==> src/design/lbe_pkg.sv <==
`default_nettype none

package lbe_pkg;

    localparam int COEF_FRAC = 22;
    localparam int COEF_W    = 24;
    localparam int X_W       = 16;
    localparam int VAL_W     = 18;
    localparam int IDX_W     = 5;
    localparam int TAB_DEPTH = 1 << IDX_W;
    localparam int MUL_A_W   = 35;
    localparam int MUL_B_W   = COEF_W + 1;
    localparam int PROD_W    = MUL_A_W + MUL_B_W;
    localparam int VAL_MAX   = 131071;
    localparam int VAL_MIN   = -131072;
    localparam int DATA_W    = 32;
    localparam int ADDR_W    = 3;

    // register index, taken from paddr[2]
    localparam logic [0:0] REG_DEGREE = 1'b0;

    typedef logic [COEF_W-1:0] coef_t;
    typedef coef_t coef_tab_t [TAB_DEPTH];

    typedef enum logic [2:0] {
        ST_IDLE,
        ST_EMIT0,
        ST_S3,
        ST_XP,
        ST_AXP,
        ST_BP,
        ST_FIN
    } state_t;

    typedef struct packed {
        logic                    valid;
        logic [IDX_W-1:0]        index;
        logic signed [VAL_W-1:0] value;
        logic                    last;
    } res_t;

    // floor(sqrt(num/den) * 2^COEF_FRAC), by bitwise root search
    function automatic coef_t coef_root(input logic [63:0] num, input logic [63:0] den);
        logic [127:0] lim;
        logic [127:0] sq;
        coef_t        r;
        coef_t        t;
        int           i;
        lim = {64'd0, num} << (2 * COEF_FRAC);
        r   = '0;
        for (i = COEF_W - 1; i >= 0; i--)
        begin
            t  = r | (coef_t'(1) << i);
            sq = 128'(t) * 128'(t) * 128'(den);
            if (sq <= lim)
            begin
                r = t;
            end
        end
        return r;
    endfunction

    // A(n) = sqrt((2n+1)(2n+3))/(n+1)
    function automatic coef_tab_t build_coef_a();
        coef_tab_t    tab;
        logic [63:0]  n;
        int           k;
        for (k = 0; k < TAB_DEPTH; k++)
        begin
            n      = 64'(k);
            tab[k] = coef_root((2 * n + 1) * (2 * n + 3), (n + 1) * (n + 1));
        end
        return tab;
    endfunction

    // B(n) = n*sqrt((2n+3)/(2n-1))/(n+1); unused at n = 0
    function automatic coef_tab_t build_coef_b();
        coef_tab_t    tab;
        logic [63:0]  n;
        int           k;
        tab[0] = '0;
        for (k = 1; k < TAB_DEPTH; k++)
        begin
            n      = 64'(k);
            tab[k] = coef_root(n * n * (2 * n + 3), (2 * n - 1) * (n + 1) * (n + 1));
        end
        return tab;
    endfunction

    localparam coef_tab_t COEF_A_TAB = build_coef_a();
    localparam coef_tab_t COEF_B_TAB = build_coef_b();
    localparam coef_t     SQRT3_Q    = coef_root(64'd3, 64'd1);

    // P0 = 1.0, saturated when 2^frac is out of range
    function automatic logic signed [VAL_W-1:0] p0_value(input int frac);
        logic signed [VAL_W-1:0] v;
        if (frac >= VAL_W - 1)
        begin
            v = VAL_W'(VAL_MAX);
        end
        else
        begin
            v = VAL_W'(1 << frac);
        end
        return v;
    endfunction

endpackage

`default_nettype wire

==> src/design/lbe_mul.sv <==
`default_nettype none

module lbe_mul import lbe_pkg::*;
(
    input  wire logic                      clk,
    input  wire logic                      en,
    input  wire logic signed [MUL_A_W-1:0] a,
    input  wire logic signed [MUL_B_W-1:0] b,
    output logic signed [PROD_W-1:0]       prod_reg
);

    always_ff @(posedge clk)
    begin
        if (en)
        begin
            prod_reg <= a * b;
        end
    end

endmodule

`default_nettype wire

==> src/design/lbe_seq.sv <==
`default_nettype none

module lbe_seq import lbe_pkg::*;
#(
    parameter int FRAC_BITS = 14
)
(
    input  wire logic                  clk,
    input  wire logic                  rst_n,
    input  wire logic                  start,
    input  wire logic signed [X_W-1:0] x_in,
    input  wire logic [IDX_W-1:0]      deg_in,
    output logic                       busy,
    output res_t                       res,
    input  wire logic                  res_ready
);

    localparam logic signed [VAL_W-1:0]  P0_VAL = p0_value(FRAC_BITS);
    localparam logic signed [PROD_W-1:0] HALF_F = PROD_W'(64'd1 << (FRAC_BITS - 1));
    localparam logic signed [PROD_W-1:0] HALF_C = PROD_W'(64'd1 << (COEF_FRAC - 1));
    localparam logic signed [PROD_W-1:0] SAT_HI = PROD_W'(VAL_MAX);
    localparam logic signed [PROD_W-1:0] SAT_LO = PROD_W'(VAL_MIN);

    state_t                     state_reg;
    state_t                     state_next;
    logic signed [X_W-1:0]      x_reg;
    logic [IDX_W-1:0]           d_reg;
    logic [IDX_W-1:0]           idx_reg;
    logic [IDX_W-1:0]           idx_inc;
    logic signed [VAL_W-1:0]    prev_reg;
    logic signed [VAL_W-1:0]    cur_reg;
    logic signed [PROD_W-1:0]   acc_reg;
    logic signed [PROD_W-1:0]   prod_reg;
    logic                       mul_en;
    logic signed [MUL_A_W-1:0]  mul_a;
    logic signed [MUL_B_W-1:0]  mul_b;
    logic signed [PROD_W-1:0]   fin_sum;
    logic signed [PROD_W-1:0]   fin_shift;
    logic signed [VAL_W-1:0]    fin_val;

    lbe_mul u_mul
    (
        .clk      (clk),
        .en       (mul_en),
        .a        (mul_a),
        .b        (mul_b),
        .prod_reg (prod_reg)
    );

    assign idx_inc = IDX_W'(idx_reg + 1'b1);
    assign busy    = (state_reg != ST_IDLE);

    // acc holds round(A*x*P(n) >> F); prod holds B*P(n-1)
    always_comb
    begin
        fin_sum   = acc_reg - prod_reg + HALF_C;
        fin_shift = fin_sum >>> COEF_FRAC;
        if (fin_shift > SAT_HI)
        begin
            fin_val = VAL_W'(VAL_MAX);
        end
        else if (fin_shift < SAT_LO)
        begin
            fin_val = VAL_W'(VAL_MIN);
        end
        else
        begin
            fin_val = fin_shift[VAL_W-1:0];
        end
    end

    always_comb
    begin
        state_next = state_reg;
        mul_en     = 1'b0;
        mul_a      = '0;
        mul_b      = '0;
        res        = '0;
        case (state_reg)
            ST_IDLE:
            begin
                if (start)
                begin
                    state_next = ST_EMIT0;
                end
            end
            ST_EMIT0:
            begin
                res.valid = 1'b1;
                res.index = '0;
                res.value = P0_VAL;
                res.last  = (d_reg == '0);
                if (res_ready)
                begin
                    state_next = (d_reg == '0) ? ST_IDLE : ST_S3;
                end
            end
            ST_S3:
            begin
                // negated so that FIN's acc - prod gives +sqrt3*x
                mul_en     = 1'b1;
                mul_a      = -(MUL_A_W'(x_reg));
                mul_b      = signed'({1'b0, SQRT3_Q});
                state_next = ST_FIN;
            end
            ST_XP:
            begin
                mul_en     = 1'b1;
                mul_a      = MUL_A_W'(cur_reg);
                mul_b      = MUL_B_W'(x_reg);
                state_next = ST_AXP;
            end
            ST_AXP:
            begin
                mul_en     = 1'b1;
                mul_a      = prod_reg[MUL_A_W-1:0];
                mul_b      = signed'({1'b0, COEF_A_TAB[idx_reg]});
                state_next = ST_BP;
            end
            ST_BP:
            begin
                mul_en     = 1'b1;
                mul_a      = MUL_A_W'(prev_reg);
                mul_b      = signed'({1'b0, COEF_B_TAB[idx_reg]});
                state_next = ST_FIN;
            end
            ST_FIN:
            begin
                res.valid = 1'b1;
                res.index = idx_inc;
                res.value = fin_val;
                res.last  = (idx_inc == d_reg);
                if (res_ready)
                begin
                    state_next = (idx_inc == d_reg) ? ST_IDLE : ST_XP;
                end
            end
            default:
            begin
                state_next = ST_IDLE;
            end
        endcase
    end

    always_ff @(posedge clk or negedge rst_n)
    begin
        if (!rst_n)
        begin
            state_reg <= ST_IDLE;
        end
        else
        begin
            state_reg <= state_next;
        end
    end

    always_ff @(posedge clk)
    begin
        if ((state_reg == ST_IDLE) && start)
        begin
            x_reg <= x_in;
            d_reg <= deg_in;
        end
        if (state_reg == ST_EMIT0)
        begin
            cur_reg <= P0_VAL;
            idx_reg <= '0;
        end
        if (state_reg == ST_S3)
        begin
            acc_reg <= '0;
        end
        if (state_reg == ST_BP)
        begin
            acc_reg <= (prod_reg + HALF_F) >>> FRAC_BITS;
        end
        if ((state_reg == ST_FIN) && res_ready)
        begin
            prev_reg <= cur_reg;
            cur_reg  <= fin_val;
            idx_reg  <= idx_inc;
        end
    end

endmodule

`default_nettype wire

==> config.mk <==
export PLATFORM = sky130hd
export DESIGN_NAME = lbe_seq
export DESIGN_NICKNAME = d
export VERILOG_FILES = /design/src/design/lbe_pkg.sv /design/src/design/lbe_mul.sv /design/src/design/lbe_seq.sv
export SDC_FILE = /design/constraint.sdc
export NUM_CORES = 2
export LEC_CHECK = 0
export ABC_AREA = 0
export ABC_CLOCK_PERIOD_IN_PS = 8700
export CAP_MARGIN = 20
export CORE_ASPECT_RATIO = 2
export CORE_MARGIN = 5
export CORE_UTILIZATION = 45
export DETAILED_ROUTE_END_ITERATION = 7
export DONT_BUFFER_PORTS = 1
export PLACE_DENSITY = 0.69
export RECOVER_POWER = 100
export SLEW_MARGIN = 20
export SYNTH_ARGS = -nofsm -noshare
export SYNTH_HDL_FRONTEND = slang
export SYNTH_SLANG_ARGS = --single-unit
==> constraint.sdc <==
create_clock -name clk -period 8.7 [get_ports clk]
set_clock_uncertainty 0.1 [all_clocks]
set_input_delay 0.435 -clock clk [delete_from_list [all_inputs] [get_ports clk]]
set_output_delay 0.435 -clock clk [all_outputs]
set_load 0.01 [all_outputs]
Word-level counts from Yosys, hierarchy flattened
Memory sizes are Yosys's and may differ from the RTL's.
Cells that the tools add are included.
Storage, ports and cells
  output and inout bits: 26
  memories kept: 2
  flip-flop bits (word level): 185
  ROM bits: 1536
Operators by class
  bitwise gates (word level): 1
  multipliers: 1
  reductions and logical operators: 10
  muxes and demuxes: 22
  $lt $le $gt $ge: 3
  equal/unequal tests: 10
  add/subtract/negate cells: 5
Memory list
  (name not given): depth 32, bits a word 24, read ports 1, clocked after memory_dff 0, write ports 0, RTL line lbe_seq.sv:124  | mul_b = signed'({1'b0, COEF_B_TAB[idx_reg]});
  (name not given): depth 32, bits a word 24, read ports 1, clocked after memory_dff 0, write ports 0, RTL line lbe_seq.sv:117  | mul_b = signed'({1'b0, COEF_A_TAB[idx_reg]});
Operator list (count)
  case mux 35 bit (4 select lines): 1
  two-way mux 60 bit: 2
  case mux 25 bit (4 select lines): 1
  two-way mux 24 bit: 4
  two-way mux 18 bit: 4
  adder 60 x 15 -> 60 bit (second input constant): 1
  adder 60 x 23 -> 60 bit (second input constant): 1
  multiplier 35 x 25 -> 60 bit: 1
  subtractor 60 bit: 1
  case mux 25 bit (2 select lines): 1
  > comparator 38 x 18 -> 1 bit (second input constant): 1
  less-than comparator 38 x 18 -> 1 bit (second input constant): 1
  negation 16 -> 35 bit: 1
  case mux 3 bit (6 select lines): 1
  two-way mux 5 bit: 2
  == test 3 bit (second input constant): 3
  two-way mux 3 bit: 3
  == test 3 x 2 -> 1 bit (second input constant): 2
  greater-or-equal comparator 6 bit (second input constant): 1
  inequality test 2 bit (second input constant): 3
  NOT 5 -> 6 bit: 1
  adder 5 x 1 -> 5 bit (second input constant): 1
  == test 5 bit: 1
  logical NOT 5 bit: 1
  10 further kinds: 13

Longest topological paths before layout
  depth in word-level cells: 6
  mapped depth: 40

Hierarchy
From an unflattened synthesis, not the netlist that was laid out.
Unflattened totals
  cells, all modules: 4960
  area total of the unflattened synthesis: 44780.4 um2
By module, submodules not included
  lbe_mul: sequential area each 1801.7 um2, area an instance 32413.6 um2, times used 1, cells an instance 3425
  lbe_seq: sequential area each 3318.2 um2, area an instance 12366.9 um2, times used 1, cells an instance 1535

Worst setup path after synthesis
OpenSTA, ideal clock, no wires.
  path kind: register to register
  from: register idx_reg[1]
  to: register u_mul.prod_reg[56] (data pin)
  cell stages (with the launch flop): 35
  library setup time: 0.259 ns
  required time: 8.341 ns
  arrival: 9.093 ns
  path slack: -0.751 ns
  cell sequence: edfxtp_1 > clkbuf_1 > inv_1 > ha_1 > clkbuf_1 > mux2_2 > a22o_1 > nand2_1 > o21ai_0 > a21oi_1 > clkbuf_1 > nor2_1 > fa_1 > fa_1 > inv_1 > fa_1 > fa_1 > inv_1 > fa_1 > fa_1 > inv_1 > fa_1 > inv_1 > ha_1 > and3_1 > nand3_1 > or2_1 > a2111oi_2 > nand3_1 > a2111oi_2 > o21ai_1 > a311o_1 > o31ai_1 > a21oi_1 > xnor2_1
On the way
  word-level cells in the longest chain between the ends: 6
Ends and longest elaborated chain
  start, declared: RTL line lbe_seq.sv:28  | logic [IDX_W-1:0] idx_reg;
  start signal, assigned: RTL line lbe_seq.sv:181  | idx_reg <= idx_inc;
  NOT 5 -> 6 bit (implied by the code) (*): RTL line lbe_seq.sv:117, lbe_seq.sv:124
  memory read (32 x 24 bit), on equally long branches
  two-way mux 24 bit, on equally long branches (2 in series): RTL line lbe_seq.sv:124, lbe_seq.sv:117
  case mux 25 bit (4 select lines) (*): RTL line lbe_seq.sv:79  | case (state_reg)
  multiplier 35 x 25 -> 60 bit (*): RTL line lbe_mul.sv:16  | prod_reg <= a * b;
  end signal, assigned: RTL line lbe_mul.sv:16
  end, declared: RTL line lbe_mul.sv:9  | output logic signed [PROD_W-1:0] prod_reg
Every way passes the cells marked *; elsewhere a longest branch is shown, timed or not. The select of a mux whose other input is x is not followed.
A chain may end at the register's enable or synchronous reset.

Worst setup path in the final report
  from: register x_reg[5]
  to: register u_mul.prod_reg[56] (data pin)
On the way
  word-level cells in the longest chain between the ends: 3
Ends and longest elaborated chain
  start, declared: RTL line lbe_seq.sv:26  | logic signed [X_W-1:0] x_reg;
  start signal, assigned: RTL line lbe_seq.sv:161  | x_reg <= x_in;
  negation 16 -> 35 bit: RTL line lbe_seq.sv:102  | mul_a = -(MUL_A_W'(x_reg));
  case mux 35 bit (4 select lines): RTL line lbe_seq.sv:79
  multiplier 35 x 25 -> 60 bit (*): RTL line lbe_mul.sv:16
Every way passes the cells marked *; elsewhere a longest branch is shown, timed or not.

==> out/results.ini <==
[routing]
vias = 36630
routedWlPerCell_um = 25.28
drc = 0
first_pass_iters = 6
via_per_inst = 5.566
drt_iter0_drc = 2340
wirelength_mm = 166.4
antenna_left = 0

[worst_hold_path]
hold_end = state_reg[0]
min_path_type = in2reg
min_from = res_ready
hold_depth = 2

[logic_synthesis]
netlist_area_um2 = 43210
syn_nets = 6050
ys_seq_area_frac = 0.1185
synth_ff_type = edfxtp_1
avgSynthCellArea_um2 = 8.922
synthArstFlopShare = 0.01754
synth-edff-count = 168
syn_inst = 4843
synth_warnings = 0
synth_seq_cells = 171
synth_cell_types = 92

[global_routing]
grt_pass1_wl_mm = 245.0
grt_max_degree = 57
globalRouteTotalUtil = 0.3241
antenna_found_initial = 1
grt-ovfl-total = 0
grt_pass1_vias = 40760

[timing]
hold_viol_final = 0
tightest_slew_ps = 3351
rsz0062_at_grt = yes
fin_tns_setup_ps = -7106
post-route-period-util = 1.068
max_freq_mhz = 107.6
slew_headroom = -1.234
fin_ws_ps = -593.3
drv_slew = 151
setup_viol = 26
min_period_ps = 9293

[critical_path]
cp_slowest_cell = fa_1
startpoint_type = flop
critical-path-top-delay-family = adder cells
cp.arrival_ps = 9410
worst_setup_path_end_kind = flop
crit_type = reg2reg
r2r-start = x_reg[5]
cpPeakStageDelay_ps = 550
crit_buf_inv = 8
reg2reg_depth = 36
crit_required_ps = 8810
reg2reg_slack_ps = -590
cp.depth = 36
r2r_end = u_mul.prod_reg[56]
cpMostUsedCell = fa_1
path_max_fanout = 5

[clock_tree]
cts_max_level = 4
numCtsBuffers = 17
clkTransAtPathRegs_ps = 70
cts_buffer_depth = 2
cts_root_buffer = clkbuf_16
cts_tree = built
clock_latency_ps = 460
clock_sinks = 171

[die]
core_area_um2 = 95290
ios = 51
die_w_um = 229.1
die_h_um = 448.2
die_area_um2 = 102700
initial_core_util = 0.4535
rows = 160

[outcome]
run_status = finished, violations left
violations = max-capacitance violations, max-slew violations, negative setup slack

[layout]
largest_reg_flops = 60
seq_area_um2 = 5120
final_cells = 6581
final_area_um2 = 51990
nNetsFinal = 6559
drive_gt1_frac = 0.1897
multi_input_area_um2 = 34570
postLayoutCoreUtil = 0.5456
area_delta_synth_final_pct = 20.33
nFillCells = 8668

[placement]
hpwl_mm = 143.0
gp_congestion = 1.008
port_buffers = 0
dp.cells = 6480
dpl_cell_area_um2 = 49790

[flow_run]
drv_cap = 3

final cells by class:
| type | count | area share |
|---|---|---|
| Timing Repair Buffer | 707 | 0.1196 |
| Inverter | 1060 | 0.07665 |
| Antenna cell | 1 | 0.00004813 |
| Clock inverter | 15 | 0.002936 |
| Clock buffer | 17 | 0.008182 |
| Tap cell | 1215 | 0.02924 |
| Sequential cell | 171 | 0.09847 |
| Multi-Input combinational cell | 3395 | 0.6649 |
routing by layer:
layer | track usage | up-vias | routed length (µm)
li1 | - | 15940 | -
met1 | 0.2812 | 18360 | 47120
met2 | 0.6060 | 1500 | 88060
met3 | 0.04424 | 827 | 7562
met4 | 0.3416 | 0 | 23640
met5 | 0 | - | 0
per-stage QoR:
stage               worst slack [ps]  hold slack [ps]
detailed placement            -995.1            39.67
floorplan                     -201.5            39.41
global placement              -945.9            39.66
global route                  -786.2            117.1
CTS                           -584.8            96.57
finish                        -593.3            120.0
worst max path at each step:
stage,endpoint,startpoint
2_1_floorplan,u_mul.prod_reg[56],x_reg[3]
3_3_place_gp,u_mul.prod_reg[54],x_reg[5]
3_5_place_dp,u_mul.prod_reg[57],x_reg[5]
4_1_cts,u_mul.prod_reg[57],x_reg[2]
5_1_grt,u_mul.prod_reg[57],x_reg[5]
6_report,u_mul.prod_reg[56],x_reg[5]
synth_stat cells, drive strengths merged (21+ instances only):
| library cell | instances | area share |
|---|---|---|
| inv | 1056 | 0.092 |
| fa | 887 | 0.41 |
| nor2 | 628 | 0.055 |
| nand2 | 484 | 0.042 |
| ha | 295 | 0.085 |
| clkbuf | 191 | 0.017 |
| a21oi | 169 | 0.020 |
| edfxtp | 168 | 0.12 |
| o21ai | 156 | 0.020 |
| xnor2 | 113 | 0.023 |
| a21o | 64 | 0.011 |
| xor2 | 47 | 0.0095 |
| nor3 | 42 | 0.0050 |
| nand3 | 40 | 0.0046 |
| nand2b | 38 | 0.0055 |
| nand4 | 37 | 0.0055 |
| and2 | 33 | 0.0048 |
| or2 | 31 | 0.0045 |
| o21a | 28 | 0.0049 |
| buf | 26 | 0.0035 |
| a211oi | 25 | 0.0045 |
| mux2i | 25 | 0.0058 |
| a221oi | 24 | 0.0049 |
| and3 | 21 | 0.0030 |
logic make-up after synthesis:
| logic type | count (synthesis) | share of synthesized area |
|---|---|---|
| mux | 26 | 0.006052 |
| flops | 171 | 0.1185 |
| compound gates | 605 | 0.09321 |
| xor+xnor | 160 | 0.03243 |
| buf+inv | 1277 | 0.1122 |
| fa+ha+maj | 1182 | 0.4964 |
| simple gates | 1422 | 0.1412 |
timing repair:
action,4_1_cts,5_1_grt
endpoints found under the setup margin,39,40
hold buffers,23,0
endpoints found under the hold margin,25,0
resized for setup,125,151
pin swaps,75,89
setup buffers,24,24
layout by cell type, fill, tap and decap left out, types with 20 or more instances in the layout:
cell type      count
xnor2_1          108
nand4_1           36
buf_6             30
a21o_1            64
and3_1            20
inv_2             24
a21oi_1          125
fa_2              28
o21ai_1           25
o21a_1            28
inv_1           1030
edfxtp_1         168
buf_12            61
a211oi_1          21
nor2_1           602
nor3_1            36
buf_4            580
dlygate4sd3_1     23
fa_1             859
nand2b_1          35
xor2_1            44
o21ai_2           29
ha_1             278
a21oi_2           34
nand2_2           24
nand2_1          457
and2_1            31
mux2i_1           25
nand3_1           37
o21ai_0          101
or2_2             25
Power is left out: the tool's default activity adds up to more than one toggle a clock period on the data nets, which glitch-free logic cannot reach.
